File: src/sv/mas_pkg.sv
// Shared constants, codes and types of the minimization arm assigner.
package mas_pkg;

   localparam int MAX_LEVELS     = 64;
   localparam int MAX_COVARIATES = 4;
   localparam int COUNT_BITS     = 16;
   localparam int LEVEL_FIELDS   = 4;

   localparam int COV_LIMIT  = (MAX_COVARIATES < LEVEL_FIELDS) ? MAX_COVARIATES : LEVEL_FIELDS;
   localparam int LEVEL_W    = 6;
   localparam int ROW_ADDR_W = $clog2(MAX_LEVELS);
   localparam int ROW_W      = 2 * COUNT_BITS;
   localparam int COV_IDX_W  = $clog2(LEVEL_FIELDS);
   localparam int NCOV_W     = 3;
   localparam int NLEV_W     = 7;
   localparam int WEIGHT_W   = 16;
   localparam int PROB_W     = 17;
   localparam int DRAW_W     = 16;
   localparam int FUNC_W     = 2;
   localparam int DIFF_W     = COUNT_BITS + 1;
   localparam int PROD_W     = DIFF_W + WEIGHT_W + 1;
   localparam int SCORE_W    = PROD_W + COV_IDX_W + 1;

   localparam int REQ_BITS   = FUNC_W + LEVEL_FIELDS * LEVEL_W + DRAW_W;
   localparam int REQ_DATA_W = ((REQ_BITS + 7) / 8) * 8;
   localparam int RSP_BITS   = 3;
   localparam int RSP_DATA_W = ((RSP_BITS + 7) / 8) * 8;

   localparam int CSR_ADDR_W = 3;
   localparam int CSR_DATA_W = 17;

   localparam logic [COUNT_BITS-1:0] COUNT_MAX = '1;

   localparam logic [FUNC_W-1:0] FUNC_RECORD = 2'd0;
   localparam logic [FUNC_W-1:0] FUNC_ASSIGN = 2'd1;
   localparam logic [FUNC_W-1:0] FUNC_CLEAR  = 2'd2;

   localparam logic [CSR_ADDR_W-1:0] CSR_WEIGHT_0 = 3'd0;
   localparam logic [CSR_ADDR_W-1:0] CSR_WEIGHT_1 = 3'd1;
   localparam logic [CSR_ADDR_W-1:0] CSR_WEIGHT_2 = 3'd2;
   localparam logic [CSR_ADDR_W-1:0] CSR_WEIGHT_3 = 3'd3;
   localparam logic [CSR_ADDR_W-1:0] CSR_BEST     = 3'd4;
   localparam logic [CSR_ADDR_W-1:0] CSR_TIE      = 3'd5;
   localparam logic [CSR_ADDR_W-1:0] CSR_NCOV     = 3'd6;
   localparam logic [CSR_ADDR_W-1:0] CSR_NLEV     = 3'd7;

   localparam logic [WEIGHT_W-1:0] WEIGHT_RESET = 16'd256;
   localparam logic [PROB_W-1:0]   BEST_RESET   = 17'd49152;
   localparam logic [PROB_W-1:0]   TIE_RESET    = 17'd32768;
   localparam logic [NCOV_W-1:0]   NCOV_RESET   = 3'd4;
   localparam logic [NLEV_W-1:0]   NLEV_RESET   = 7'd64;

   typedef struct packed {
      logic [LEVEL_FIELDS-1:0][WEIGHT_W-1:0] weight;
      logic [PROB_W-1:0]                     best_prob;
      logic [PROB_W-1:0]                     tie_prob;
      logic [NCOV_W-1:0]                     ncov;
      logic [NLEV_W-1:0]                     nlev;
   } cfg_type;

endpackage

File: src/sv/mas_ram.sv
// Generic single-port-write, single-port-read RAM with registered read data.
module mas_ram #(
   parameter int WIDTH = 32,
   parameter int DEPTH = 64
) (
   input  logic                     clock,
   input  logic                     we,
   input  logic [$clog2(DEPTH)-1:0] waddr,
   input  logic [WIDTH-1:0]         wdata,
   input  logic [$clog2(DEPTH)-1:0] raddr,
   output logic [WIDTH-1:0]         rdata
);

   logic [WIDTH-1:0] mem_ff [DEPTH];
   logic [WIDTH-1:0] rdata_ff;

   always_ff @(posedge clock) begin
      if (we) begin
         mem_ff[waddr] <= wdata;
      end
      rdata_ff <= mem_ff[raddr];
   end

   assign rdata = rdata_ff;

endmodule

File: src/sv/mas_csr.sv
// Configuration registers of the minimization arm assigner.
module mas_csr (
   input  logic                             clock,
   input  logic                             reset,
   input  logic                             csr_we,
   input  logic [mas_pkg::CSR_ADDR_W-1:0]   csr_addr,
   input  logic [mas_pkg::CSR_DATA_W-1:0]   csr_wdata,
   output mas_pkg::cfg_type                 cfg
);

   mas_pkg::cfg_type cfg_ff;
   mas_pkg::cfg_type cfg_in;

   always_comb begin
      cfg_in = cfg_ff;
      if (csr_we) begin
         case (csr_addr)
            mas_pkg::CSR_WEIGHT_0: cfg_in.weight[0] = csr_wdata[mas_pkg::WEIGHT_W-1:0];
            mas_pkg::CSR_WEIGHT_1: cfg_in.weight[1] = csr_wdata[mas_pkg::WEIGHT_W-1:0];
            mas_pkg::CSR_WEIGHT_2: cfg_in.weight[2] = csr_wdata[mas_pkg::WEIGHT_W-1:0];
            mas_pkg::CSR_WEIGHT_3: cfg_in.weight[3] = csr_wdata[mas_pkg::WEIGHT_W-1:0];
            mas_pkg::CSR_BEST:     cfg_in.best_prob = csr_wdata[mas_pkg::PROB_W-1:0];
            mas_pkg::CSR_TIE:      cfg_in.tie_prob  = csr_wdata[mas_pkg::PROB_W-1:0];
            mas_pkg::CSR_NCOV:     cfg_in.ncov      = csr_wdata[mas_pkg::NCOV_W-1:0];
            mas_pkg::CSR_NLEV:     cfg_in.nlev      = csr_wdata[mas_pkg::NLEV_W-1:0];
            default:               cfg_in = cfg_ff;
         endcase
      end
   end

   always_ff @(posedge clock) begin
      if (reset) begin
         for (int i = 0; i < mas_pkg::LEVEL_FIELDS; i++) begin
            cfg_ff.weight[i] <= mas_pkg::WEIGHT_RESET;
         end
         cfg_ff.best_prob <= mas_pkg::BEST_RESET;
         cfg_ff.tie_prob  <= mas_pkg::TIE_RESET;
         cfg_ff.ncov      <= mas_pkg::NCOV_RESET;
         cfg_ff.nlev      <= mas_pkg::NLEV_RESET;
      end else begin
         cfg_ff <= cfg_in;
      end
   end

   assign cfg = cfg_ff;

endmodule

File: src/sv/mas_ctrl.sv
// Sequencer: count-table reads, weighted score, arm choice and count write-back.
module mas_ctrl (
   input  logic                               clock,
   input  logic                               reset,
   input  mas_pkg::cfg_type                   cfg,
   input  logic                               req_tvalid,
   output logic                               req_tready,
   input  logic [mas_pkg::REQ_DATA_W-1:0]     req_tdata,
   output logic                               rsp_tvalid,
   input  logic                               rsp_tready,
   output logic [mas_pkg::RSP_DATA_W-1:0]     rsp_tdata,
   output logic                               mem_we,
   output logic [mas_pkg::ROW_ADDR_W-1:0]     mem_waddr,
   output logic [mas_pkg::ROW_W-1:0]          mem_wdata,
   output logic [mas_pkg::ROW_ADDR_W-1:0]     mem_raddr,
   input  logic [mas_pkg::ROW_W-1:0]          mem_rdata
);

   localparam logic [3:0] S_IDLE   = 4'd0;
   localparam logic [3:0] S_CHECK  = 4'd1;
   localparam logic [3:0] S_RD     = 4'd2;
   localparam logic [3:0] S_MUL    = 4'd3;
   localparam logic [3:0] S_ACC    = 4'd4;
   localparam logic [3:0] S_DECIDE = 4'd5;
   localparam logic [3:0] S_WRD    = 4'd6;
   localparam logic [3:0] S_WMOD   = 4'd7;
   localparam logic [3:0] S_DONE   = 4'd8;

   localparam int CB = mas_pkg::COUNT_BITS;
   localparam int LW = mas_pkg::LEVEL_W;

   logic [3:0]                             state_ff, state_in;
   logic [mas_pkg::FUNC_W-1:0]             func_ff, func_in;
   logic [LW-1:0]                          lev_ff [mas_pkg::LEVEL_FIELDS];
   logic [LW-1:0]                          lev_in [mas_pkg::LEVEL_FIELDS];
   logic [mas_pkg::DRAW_W-1:0]             draw_ff, draw_in;
   logic [mas_pkg::NCOV_W-1:0]             cnt_ff, cnt_in;
   logic signed [mas_pkg::SCORE_W-1:0]     score_ff, score_in;
   logic signed [mas_pkg::PROD_W-1:0]      prod_ff, prod_in;
   logic                                   arm_ff, arm_in;
   logic                                   tie_ff, tie_in;
   logic                                   status_ff, status_in;
   logic                                   rsp_valid_ff, rsp_valid_in;
   logic [mas_pkg::RSP_BITS-1:0]           rsp_data_ff, rsp_data_in;
   logic [mas_pkg::MAX_LEVELS-1:0]         valid_ff, valid_in;
   logic                                   rvalid_ff, rvalid_in;

   logic [mas_pkg::NCOV_W-1:0]             ncov;
   logic [mas_pkg::NLEV_W-1:0]             limit;
   logic [mas_pkg::COV_IDX_W-1:0]          idx;
   logic [LW-1:0]                          cur_lev;
   logic [mas_pkg::ROW_ADDR_W-1:0]         row_addr;
   logic [mas_pkg::ROW_W-1:0]              row;
   logic [CB-1:0]                          c0, c1, csel, cinc;
   logic signed [mas_pkg::DIFF_W-1:0]      diff;
   logic                                   bad;
   logic [mas_pkg::NCOV_W-1:0]             cnt_next;
   logic                                   out_free;
   logic                                   best;

   assign ncov  = (cfg.ncov > mas_pkg::NCOV_W'(mas_pkg::COV_LIMIT))
                  ? mas_pkg::NCOV_W'(mas_pkg::COV_LIMIT) : cfg.ncov;
   assign limit = (cfg.nlev > mas_pkg::NLEV_W'(mas_pkg::MAX_LEVELS))
                  ? mas_pkg::NLEV_W'(mas_pkg::MAX_LEVELS) : cfg.nlev;

   assign idx      = cnt_ff[mas_pkg::COV_IDX_W-1:0];
   assign cur_lev  = lev_ff[idx];
   assign row_addr = mas_pkg::ROW_ADDR_W'(cur_lev);
   assign cnt_next = cnt_ff + 1'b1;

   assign row  = rvalid_ff ? mem_rdata : '0;
   assign c0   = row[CB-1:0];
   assign c1   = row[2*CB-1:CB];
   assign diff = $signed({1'b0, c0}) - $signed({1'b0, c1});
   assign csel = arm_ff ? c1 : c0;
   assign cinc = (csel == mas_pkg::COUNT_MAX) ? csel : csel + 1'b1;

   assign out_free = !rsp_valid_ff || rsp_tready;
   assign best     = !score_ff[mas_pkg::SCORE_W-1];

   always_comb begin
      bad = 1'b0;
      for (int j = 0; j < mas_pkg::LEVEL_FIELDS; j++) begin
         if ((mas_pkg::NCOV_W'(j) < ncov) &&
             ({{(mas_pkg::NLEV_W-LW){1'b0}}, lev_ff[j]} >= limit)) begin
            bad = 1'b1;
         end
      end
   end

   always_comb begin
      state_in     = state_ff;
      func_in      = func_ff;
      lev_in       = lev_ff;
      draw_in      = draw_ff;
      cnt_in       = cnt_ff;
      score_in     = score_ff;
      prod_in      = prod_ff;
      arm_in       = arm_ff;
      tie_in       = tie_ff;
      status_in    = status_ff;
      valid_in     = valid_ff;
      rvalid_in    = rvalid_ff;
      rsp_data_in  = rsp_data_ff;
      rsp_valid_in = rsp_valid_ff && !rsp_tready;
      mem_we       = 1'b0;
      mem_wdata    = arm_ff ? {cinc, c0} : {c1, cinc};

      case (state_ff)
         S_IDLE: begin
            if (req_tvalid) begin
               func_in = req_tdata[mas_pkg::FUNC_W-1:0];
               for (int j = 0; j < mas_pkg::LEVEL_FIELDS; j++) begin
                  lev_in[j] = req_tdata[mas_pkg::FUNC_W + j*LW +: LW];
               end
               draw_in   = req_tdata[mas_pkg::FUNC_W + mas_pkg::LEVEL_FIELDS*LW +:
                                     mas_pkg::DRAW_W];
               arm_in    = 1'b0;
               tie_in    = 1'b0;
               status_in = 1'b0;
               case (req_tdata[mas_pkg::FUNC_W-1:0])
                  mas_pkg::FUNC_RECORD, mas_pkg::FUNC_ASSIGN: state_in = S_CHECK;
                  mas_pkg::FUNC_CLEAR: begin
                     valid_in = '0;
                     state_in = S_DONE;
                  end
                  default: state_in = S_DONE;
               endcase
            end
         end
         S_CHECK: begin
            cnt_in   = '0;
            score_in = '0;
            if (bad) begin
               status_in = 1'b1;
               state_in  = S_DONE;
            end else if (ncov == '0) begin
               state_in = S_DECIDE;
            end else begin
               state_in = S_RD;
            end
         end
         S_RD: begin
            rvalid_in = valid_ff[row_addr];
            state_in  = S_MUL;
         end
         S_MUL: begin
            prod_in  = mas_pkg::PROD_W'(diff * $signed({1'b0, cfg.weight[idx]}));
            state_in = S_ACC;
         end
         S_ACC: begin
            score_in = score_ff + mas_pkg::SCORE_W'(prod_ff);
            cnt_in   = cnt_next;
            state_in = (cnt_next == ncov) ? S_DECIDE : S_RD;
         end
         S_DECIDE: begin
            cnt_in = '0;
            if (score_ff == '0) begin
               tie_in = 1'b1;
               arm_in = ({1'b0, draw_ff} < cfg.tie_prob);
            end else begin
               arm_in = ({1'b0, draw_ff} < cfg.best_prob) ? best : !best;
            end
            state_in = ((func_ff == mas_pkg::FUNC_RECORD) && (ncov != '0)) ? S_WRD : S_DONE;
         end
         S_WRD: begin
            rvalid_in = valid_ff[row_addr];
            state_in  = S_WMOD;
         end
         S_WMOD: begin
            mem_we             = 1'b1;
            valid_in[row_addr] = 1'b1;
            cnt_in             = cnt_next;
            state_in           = (cnt_next == ncov) ? S_DONE : S_WRD;
         end
         S_DONE: begin
            if (out_free) begin
               rsp_valid_in = 1'b1;
               rsp_data_in  = {status_ff, tie_ff, arm_ff};
               state_in     = S_IDLE;
            end
         end
         default: state_in = S_IDLE;
      endcase
   end

   always_ff @(posedge clock) begin
      if (reset) begin
         state_ff     <= S_IDLE;
         rsp_valid_ff <= 1'b0;
         valid_ff     <= '0;
      end else begin
         state_ff     <= state_in;
         rsp_valid_ff <= rsp_valid_in;
         valid_ff     <= valid_in;
      end
      func_ff     <= func_in;
      lev_ff      <= lev_in;
      draw_ff     <= draw_in;
      cnt_ff      <= cnt_in;
      score_ff    <= score_in;
      prod_ff     <= prod_in;
      arm_ff      <= arm_in;
      tie_ff      <= tie_in;
      status_ff   <= status_in;
      rvalid_ff   <= rvalid_in;
      rsp_data_ff <= rsp_data_in;
   end

   assign req_tready = (state_ff == S_IDLE);
   assign rsp_tvalid = rsp_valid_ff;
   assign rsp_tdata  = {{(mas_pkg::RSP_DATA_W-mas_pkg::RSP_BITS){1'b0}}, rsp_data_ff};
   assign mem_raddr  = row_addr;
   assign mem_waddr  = row_addr;

endmodule

File: src/sv/minimization_arm_assigner_core.sv
// Top level of the two-arm covariate minimization assigner.
//
//   channel  dir  handshake              payload
//   req      in   req_tvalid/req_tready  req_tdata: func, level_0..level_3, random_draw
//   rsp      out  rsp_tvalid/rsp_tready  rsp_tdata: arm, was_tie, status
//   csr      in   csr_we                 csr_addr, csr_wdata
//
// An assign item reads, weighs and sums the count row of each covariate in use, then
// picks the arm; recording then rewrites those rows. One count table serves every
// read and write. A level out of range ends the item with status set; clear and
// unused codes go straight to the result; clear drops the per-row valid bits at once.
// Reset is synchronous; the count table reads as zero after reset, no sweep.
// A waiting result is held in the output register; a new item is taken meanwhile.
module minimization_arm_assigner_core (
   input  logic                              clock,
   input  logic                              reset,
   input  logic                              req_tvalid,
   output logic                              req_tready,
   // [1:0] func, [7:2] level_0, [13:8] level_1, [19:14] level_2, [25:20] level_3,
   // [41:26] random_draw, [47:42] zero
   input  logic [mas_pkg::REQ_DATA_W-1:0]    req_tdata,
   output logic                              rsp_tvalid,
   input  logic                              rsp_tready,
   // [0] arm, [1] was_tie, [2] status, [7:3] zero
   output logic [mas_pkg::RSP_DATA_W-1:0]    rsp_tdata,
   input  logic                              csr_we,
   input  logic [mas_pkg::CSR_ADDR_W-1:0]    csr_addr,
   input  logic [mas_pkg::CSR_DATA_W-1:0]    csr_wdata
);

   mas_pkg::cfg_type                  cfg;
   logic                              mem_we;
   logic [mas_pkg::ROW_ADDR_W-1:0]    mem_waddr;
   logic [mas_pkg::ROW_W-1:0]         mem_wdata;
   logic [mas_pkg::ROW_ADDR_W-1:0]    mem_raddr;
   logic [mas_pkg::ROW_W-1:0]         mem_rdata;

   mas_csr u_csr (
      .clock     (clock),
      .reset     (reset),
      .csr_we    (csr_we),
      .csr_addr  (csr_addr),
      .csr_wdata (csr_wdata),
      .cfg       (cfg)
   );

   mas_ram #(
      .WIDTH (mas_pkg::ROW_W),
      .DEPTH (mas_pkg::MAX_LEVELS)
   ) u_counts (
      .clock (clock),
      .we    (mem_we),
      .waddr (mem_waddr),
      .wdata (mem_wdata),
      .raddr (mem_raddr),
      .rdata (mem_rdata)
   );

   mas_ctrl u_ctrl (
      .clock      (clock),
      .reset      (reset),
      .cfg        (cfg),
      .req_tvalid (req_tvalid),
      .req_tready (req_tready),
      .req_tdata  (req_tdata),
      .rsp_tvalid (rsp_tvalid),
      .rsp_tready (rsp_tready),
      .rsp_tdata  (rsp_tdata),
      .mem_we     (mem_we),
      .mem_waddr  (mem_waddr),
      .mem_wdata  (mem_wdata),
      .mem_raddr  (mem_raddr),
      .mem_rdata  (mem_rdata)
   );

endmodule
File: config.mk
export PLATFORM = sky130hd
export DESIGN_NAME = minimization_arm_assigner_core
export DESIGN_NICKNAME = d
export VERILOG_FILES = /design/src/sv/mas_pkg.sv /design/src/sv/mas_ram.sv /design/src/sv/mas_csr.sv /design/src/sv/mas_ctrl.sv /design/src/sv/minimization_arm_assigner_core.sv
export SDC_FILE = /design/constraint.sdc
export NUM_CORES = 2
export LEC_CHECK = 0
export BUFFER_PORTS_ARGS = -buffer_cell sky130_fd_sc_hd__buf_2
export CAP_MARGIN = 25
export CORE_MARGIN = 2
export CORE_UTILIZATION = 56
export DETAILED_ROUTE_END_ITERATION = 10
export PLACE_DENSITY_LB_ADDON = 0.05
export SYNTH_ARGS = -nofsm -noshare
export SYNTH_HDL_FRONTEND = slang
export SYNTH_SLANG_ARGS = --single-unit
File: constraint.sdc
create_clock -name clock -period 18.4 [get_ports clock]
set_clock_uncertainty 0.15 [all_clocks]
set_input_delay 5.52 -clock clock [delete_from_list [all_inputs] [get_ports clock]]
set_output_delay 5.52 -clock clock [all_outputs]
set_load 0.02 [all_outputs]
==> impl_metrics.json <==
{
  "power_switching_mw": 9.48,
  "clock_latency_ns": 0.88,
  "grt_overflow": 0,
  "min_path_cells": 0,
  "synth-seq-cells": 2380,
  "htree_levels": 4,
  "start_kind": "register",
  "hold_violations": 0,
  "synth_edf_count": 2171,
  "via_per_inst": 6.54,
  "worstMarginPinSlew_ns": 1.20,
  "cts-resized-gates": 0,
  "die_area_um2": 184000,
  "min_to": "u_ctrl.rsp_data_ff[1]",
  "setup_ws_ns": 7.84,
  "power_per_cell_area_nw_per_um2": 208,
  "ctsHoldBuffers": 0,
  "rr_startpoint": "u_ctrl.rvalid_ff",
  "slew_violations": 0,
  "grt_first_pass_wirelength_mm": 430,
  "intPower_mw": 14.1,
  "cp_max_fo": 53,
  "cts_root_buf": "clkbuf_16",
  "p_comb_frac": 0.516,
  "synthCells": 6889,
  "status": "finished clean",
  "drtAntennaViolNets": 0,
  "yosysSeqAreaShare": 0.685,
  "fillers": 13300,
  "yosys_warnings": 0,
  "crit_slowest_cell": "xor2_1",
  "cpMostUsedCell": "fa_1",
  "p_seq_frac": 0.289,
  "min_period_ns": 10.56,
  "num_rows": 156,
  "grt_pass1_vias": 62100,
  "vias": 63000,
  "track_usage": 0.324,
  "cp-end-kind": "register",
  "pre_cts_ws_ns": 7.98,
  "tns_ns": 0,
  "drt_iter0_drc": 7716,
  "post-route-period-util": 0.574,
  "syn_avg_cell_area_um2": 14.7,
  "synth-main-ff-cell": "edfxtp_1",
  "slowest_delay_ns": 0.85,
  "timing.rr.end": "u_ctrl.prod_ff[33]",
  "cp_data_arrival_time_ns": 10.96,
  "cp_num_buf_inv": 5,
  "ir_worst_vdd_uv": 630,
  "drv_cap": 0,
  "cts_tree": "built",
  "dp_hpwl_mm": 177,
  "drive_above_1_share": 0.114,
  "slew_headroom": 0.190,
  "synthArstFlopShare": 0,
  "max_freq_mhz": 94.7,
  "antenna_found_initial": 14,
  "required_ns": 18.80,
  "areaGrowthSynthToFinish_pct": 11.8,
  "wl_per_cell_um": 31.1,
  "dr.pass1.iters": 6,
  "path_class": "reg2reg",
  "grt_max_degree": 95,
  "port_buffers": 71,
  "synth_cell_type_count": 83,
  "cts_buffer_depth": 3,
  "power_frac_clock": 0.194,
  "cts_buffers": 228,
  "grt_setup_unrepaired": "false",
  "die_x_um": 429,
  "crit_family": "adder cells",
  "ff2ff_setup_slack_ns": 7.84,
  "cts_num_sinks": 2380,
  "ios": 83,
  "place.gp.congestion": 0.917,
  "min_path_type": "reg2reg",
  "clk_pin_slew_ns": 0.06,
  "drt-total-wl_mm": 300,
  "route.detailed.drc": 0,
  "hp-start": "u_ctrl.tie_ff",
  "postCtsSetupBuffers": 0,
  "rr_worst_depth": 31,
  "initial_core_util": 0.562,
  "nNetsFinal": 7599,
  "dieHeight_um": 429,
  "syn_area_um2": 101000,
  "core_um2": 180000,
  "finalSetupViolCount": 0,
  "switching_share": 0.403,
  "leakage_nw": 38.1
}
==> layout by cell type (no fill, tap or decap), drive strengths merged, types with 17 or more instances in the layout <==
| master | count |
|---|---|
| clkinv | 114 |
| nand2b | 40 |
| mux2i | 17 |
| a41oi | 123 |
| o21ai | 64 |
| xor2 | 51 |
| a22oi | 863 |
| a31oi | 72 |
| inv | 427 |
| nor4 | 48 |
| nor3 | 52 |
| buf | 314 |
| dfxtp | 209 |
| ha | 193 |
| nor2 | 350 |
| o21a | 21 |
| nand4 | 95 |
| nand3 | 88 |
| fa | 281 |
| a21oi | 287 |
| clkbuf | 284 |
| a221oi | 100 |
| edfxtp | 2171 |
| a21o | 56 |
| nand2 | 473 |
| a22o | 97 |
| and2 | 43 |
| xnor2 | 60 |
| nor2b | 31 |
==> worst max path at each step <==
stage	start	slack [ns]	depth (start not counted)	endpoint
finish	u_ctrl.rvalid_ff	7.84	31	u_ctrl.prod_ff[33]
global placement	u_ctrl.rvalid_ff	8.04	31	u_ctrl.prod_ff[33]
global route	u_ctrl.rvalid_ff	7.30	32	u_ctrl.prod_ff[32]
floorplan	u_ctrl.rvalid_ff	9.14	36	u_ctrl.prod_ff[33]
CTS	u_ctrl.rvalid_ff	7.91	31	u_ctrl.prod_ff[33]
detailed placement	u_ctrl.rvalid_ff	7.98	31	u_ctrl.prod_ff[33]
==> metal layers <==
layer / global-route usage / part of all wire
met5: 0 / 0.00011
met4: 0.142 / 0.048
met3: 0.0502 / 0.092
met2: 0.521 / 0.47
met1: 0.441 / 0.39
==> cells in the mapped netlist (all sizes together) (9+ instances only) <==
library cell / instances / area share
and3: 10 / 0.00062
nand2: 473 / 0.018
mux4: 13 / 0.0029
and2: 43 / 0.0027
a31oi: 72 / 0.0045
fa: 281 / 0.056
nor3: 52 / 0.0028
nor4: 48 / 0.0030
o31a: 10 / 0.00086
edfxtp: 2171 / 0.64
a21oi: 287 / 0.014
nor2: 350 / 0.013
o21a: 21 / 0.0016
mux2i: 17 / 0.0017
nor3b: 11 / 0.00086
xnor2: 60 / 0.0052
xor2: 51 / 0.0044
o21ai: 64 / 0.0032
or3: 9 / 0.00056
a221oi: 100 / 0.0088
a22o: 97 / 0.0084
a211oi: 16 / 0.0012
inv: 422 / 0.016
a21o: 56 / 0.0042
o31ai: 11 / 0.00095
nand2b: 40 / 0.0025
nand3: 88 / 0.0043
ha: 193 / 0.024
nand4: 95 / 0.0059
a22oi: 863 / 0.064
a41oi: 123 / 0.011
dfxtp: 209 / 0.041
mux2: 16 / 0.0018
buf: 213 / 0.011
clkbuf: 172 / 0.0064
nor2b: 31 / 0.0019
==> layout make-up <==
type,instances,area (um^2),share of cell area
clock inverters,144,1300,0.0115
multi-input cells,3705,29600,0.261
inverters,423,1590,0.0141
diodes,8,20.0,0.000177
clock buffers,284,6020,0.0532
repair buffers,314,2360,0.0208
well taps,2370,2970,0.0262
flip-flops and latches,2380,69400,0.613
==> worst register-to-register path: cells and delay by family (launching register included) <==
family / cells / cell delay (ns)
fa+ha+maj: 9 / 4.25
compound gates: 11 / 2.46
simple gates: 4 / 1.42
xor+xnor: 2 / 1.00
buf+inv: 5 / 0.65
flops: 1 / 0.32
==> state kept, by name (all words and copies together) (netlist names), 2 cells and up <==
name and flops:
u_counts.mem_ff 2048, u_csr.cfg 108, u_ctrl.valid_ff 64, u_ctrl.score_ff 37, u_ctrl.prod_ff 34, u_counts.rdata 32, u_ctrl.lev_ff 24, u_ctrl.draw_ff 16
u_ctrl.state_ff 4, u_ctrl.cnt_ff 3, u_ctrl.rsp_data_ff 3, u_ctrl.func_ff 2
==> power groups by stage <==
stage	sequential (mW)	combinational [mW]	clock, mW
final	6.81	12.1	4.58
after global placement	6.92	12.0	0
after CTS	6.81	12.2	4.62
after global routing	6.81	13.7	4.83
after floorplan	6.92	8.71	0
after detailed placement	6.92	12.1	0
==> cells by family after synthesis <==
| kind of cell | Yosys count | share of synthesized area |
|---|---|---|
| DFF | 2380 | 0.685 |
| AOI/OAI and AO/OA | 1785 | 0.128 |
| and+or+nand+nor | 1284 | 0.0585 |
| buffers and inverters | 808 | 0.0331 |
| adders and majority gates | 474 | 0.0794 |
| xor gates and xnor gates | 111 | 0.00960 |
| muxes | 46 | 0.00635 |
| other | 1 | 0.0000370 |
==> per-stage QoR <==
step	hold WS (ns)	area, um^2	std cells	util	power, mW
final	0.284	113000	9628	0.628	23.5
after global routing	0.281	113000	9621	0.628	25.3
after CTS	0.280	113000	9611	0.628	23.6
after detailed placement	0.266	106000	9183	0.587	19.0
after global placement	0.254	106000	9170	0.586	18.9
after floorplan	0.250	101000	6893	-	15.6
Note: power is estimated with default switching activity, not from simulation.
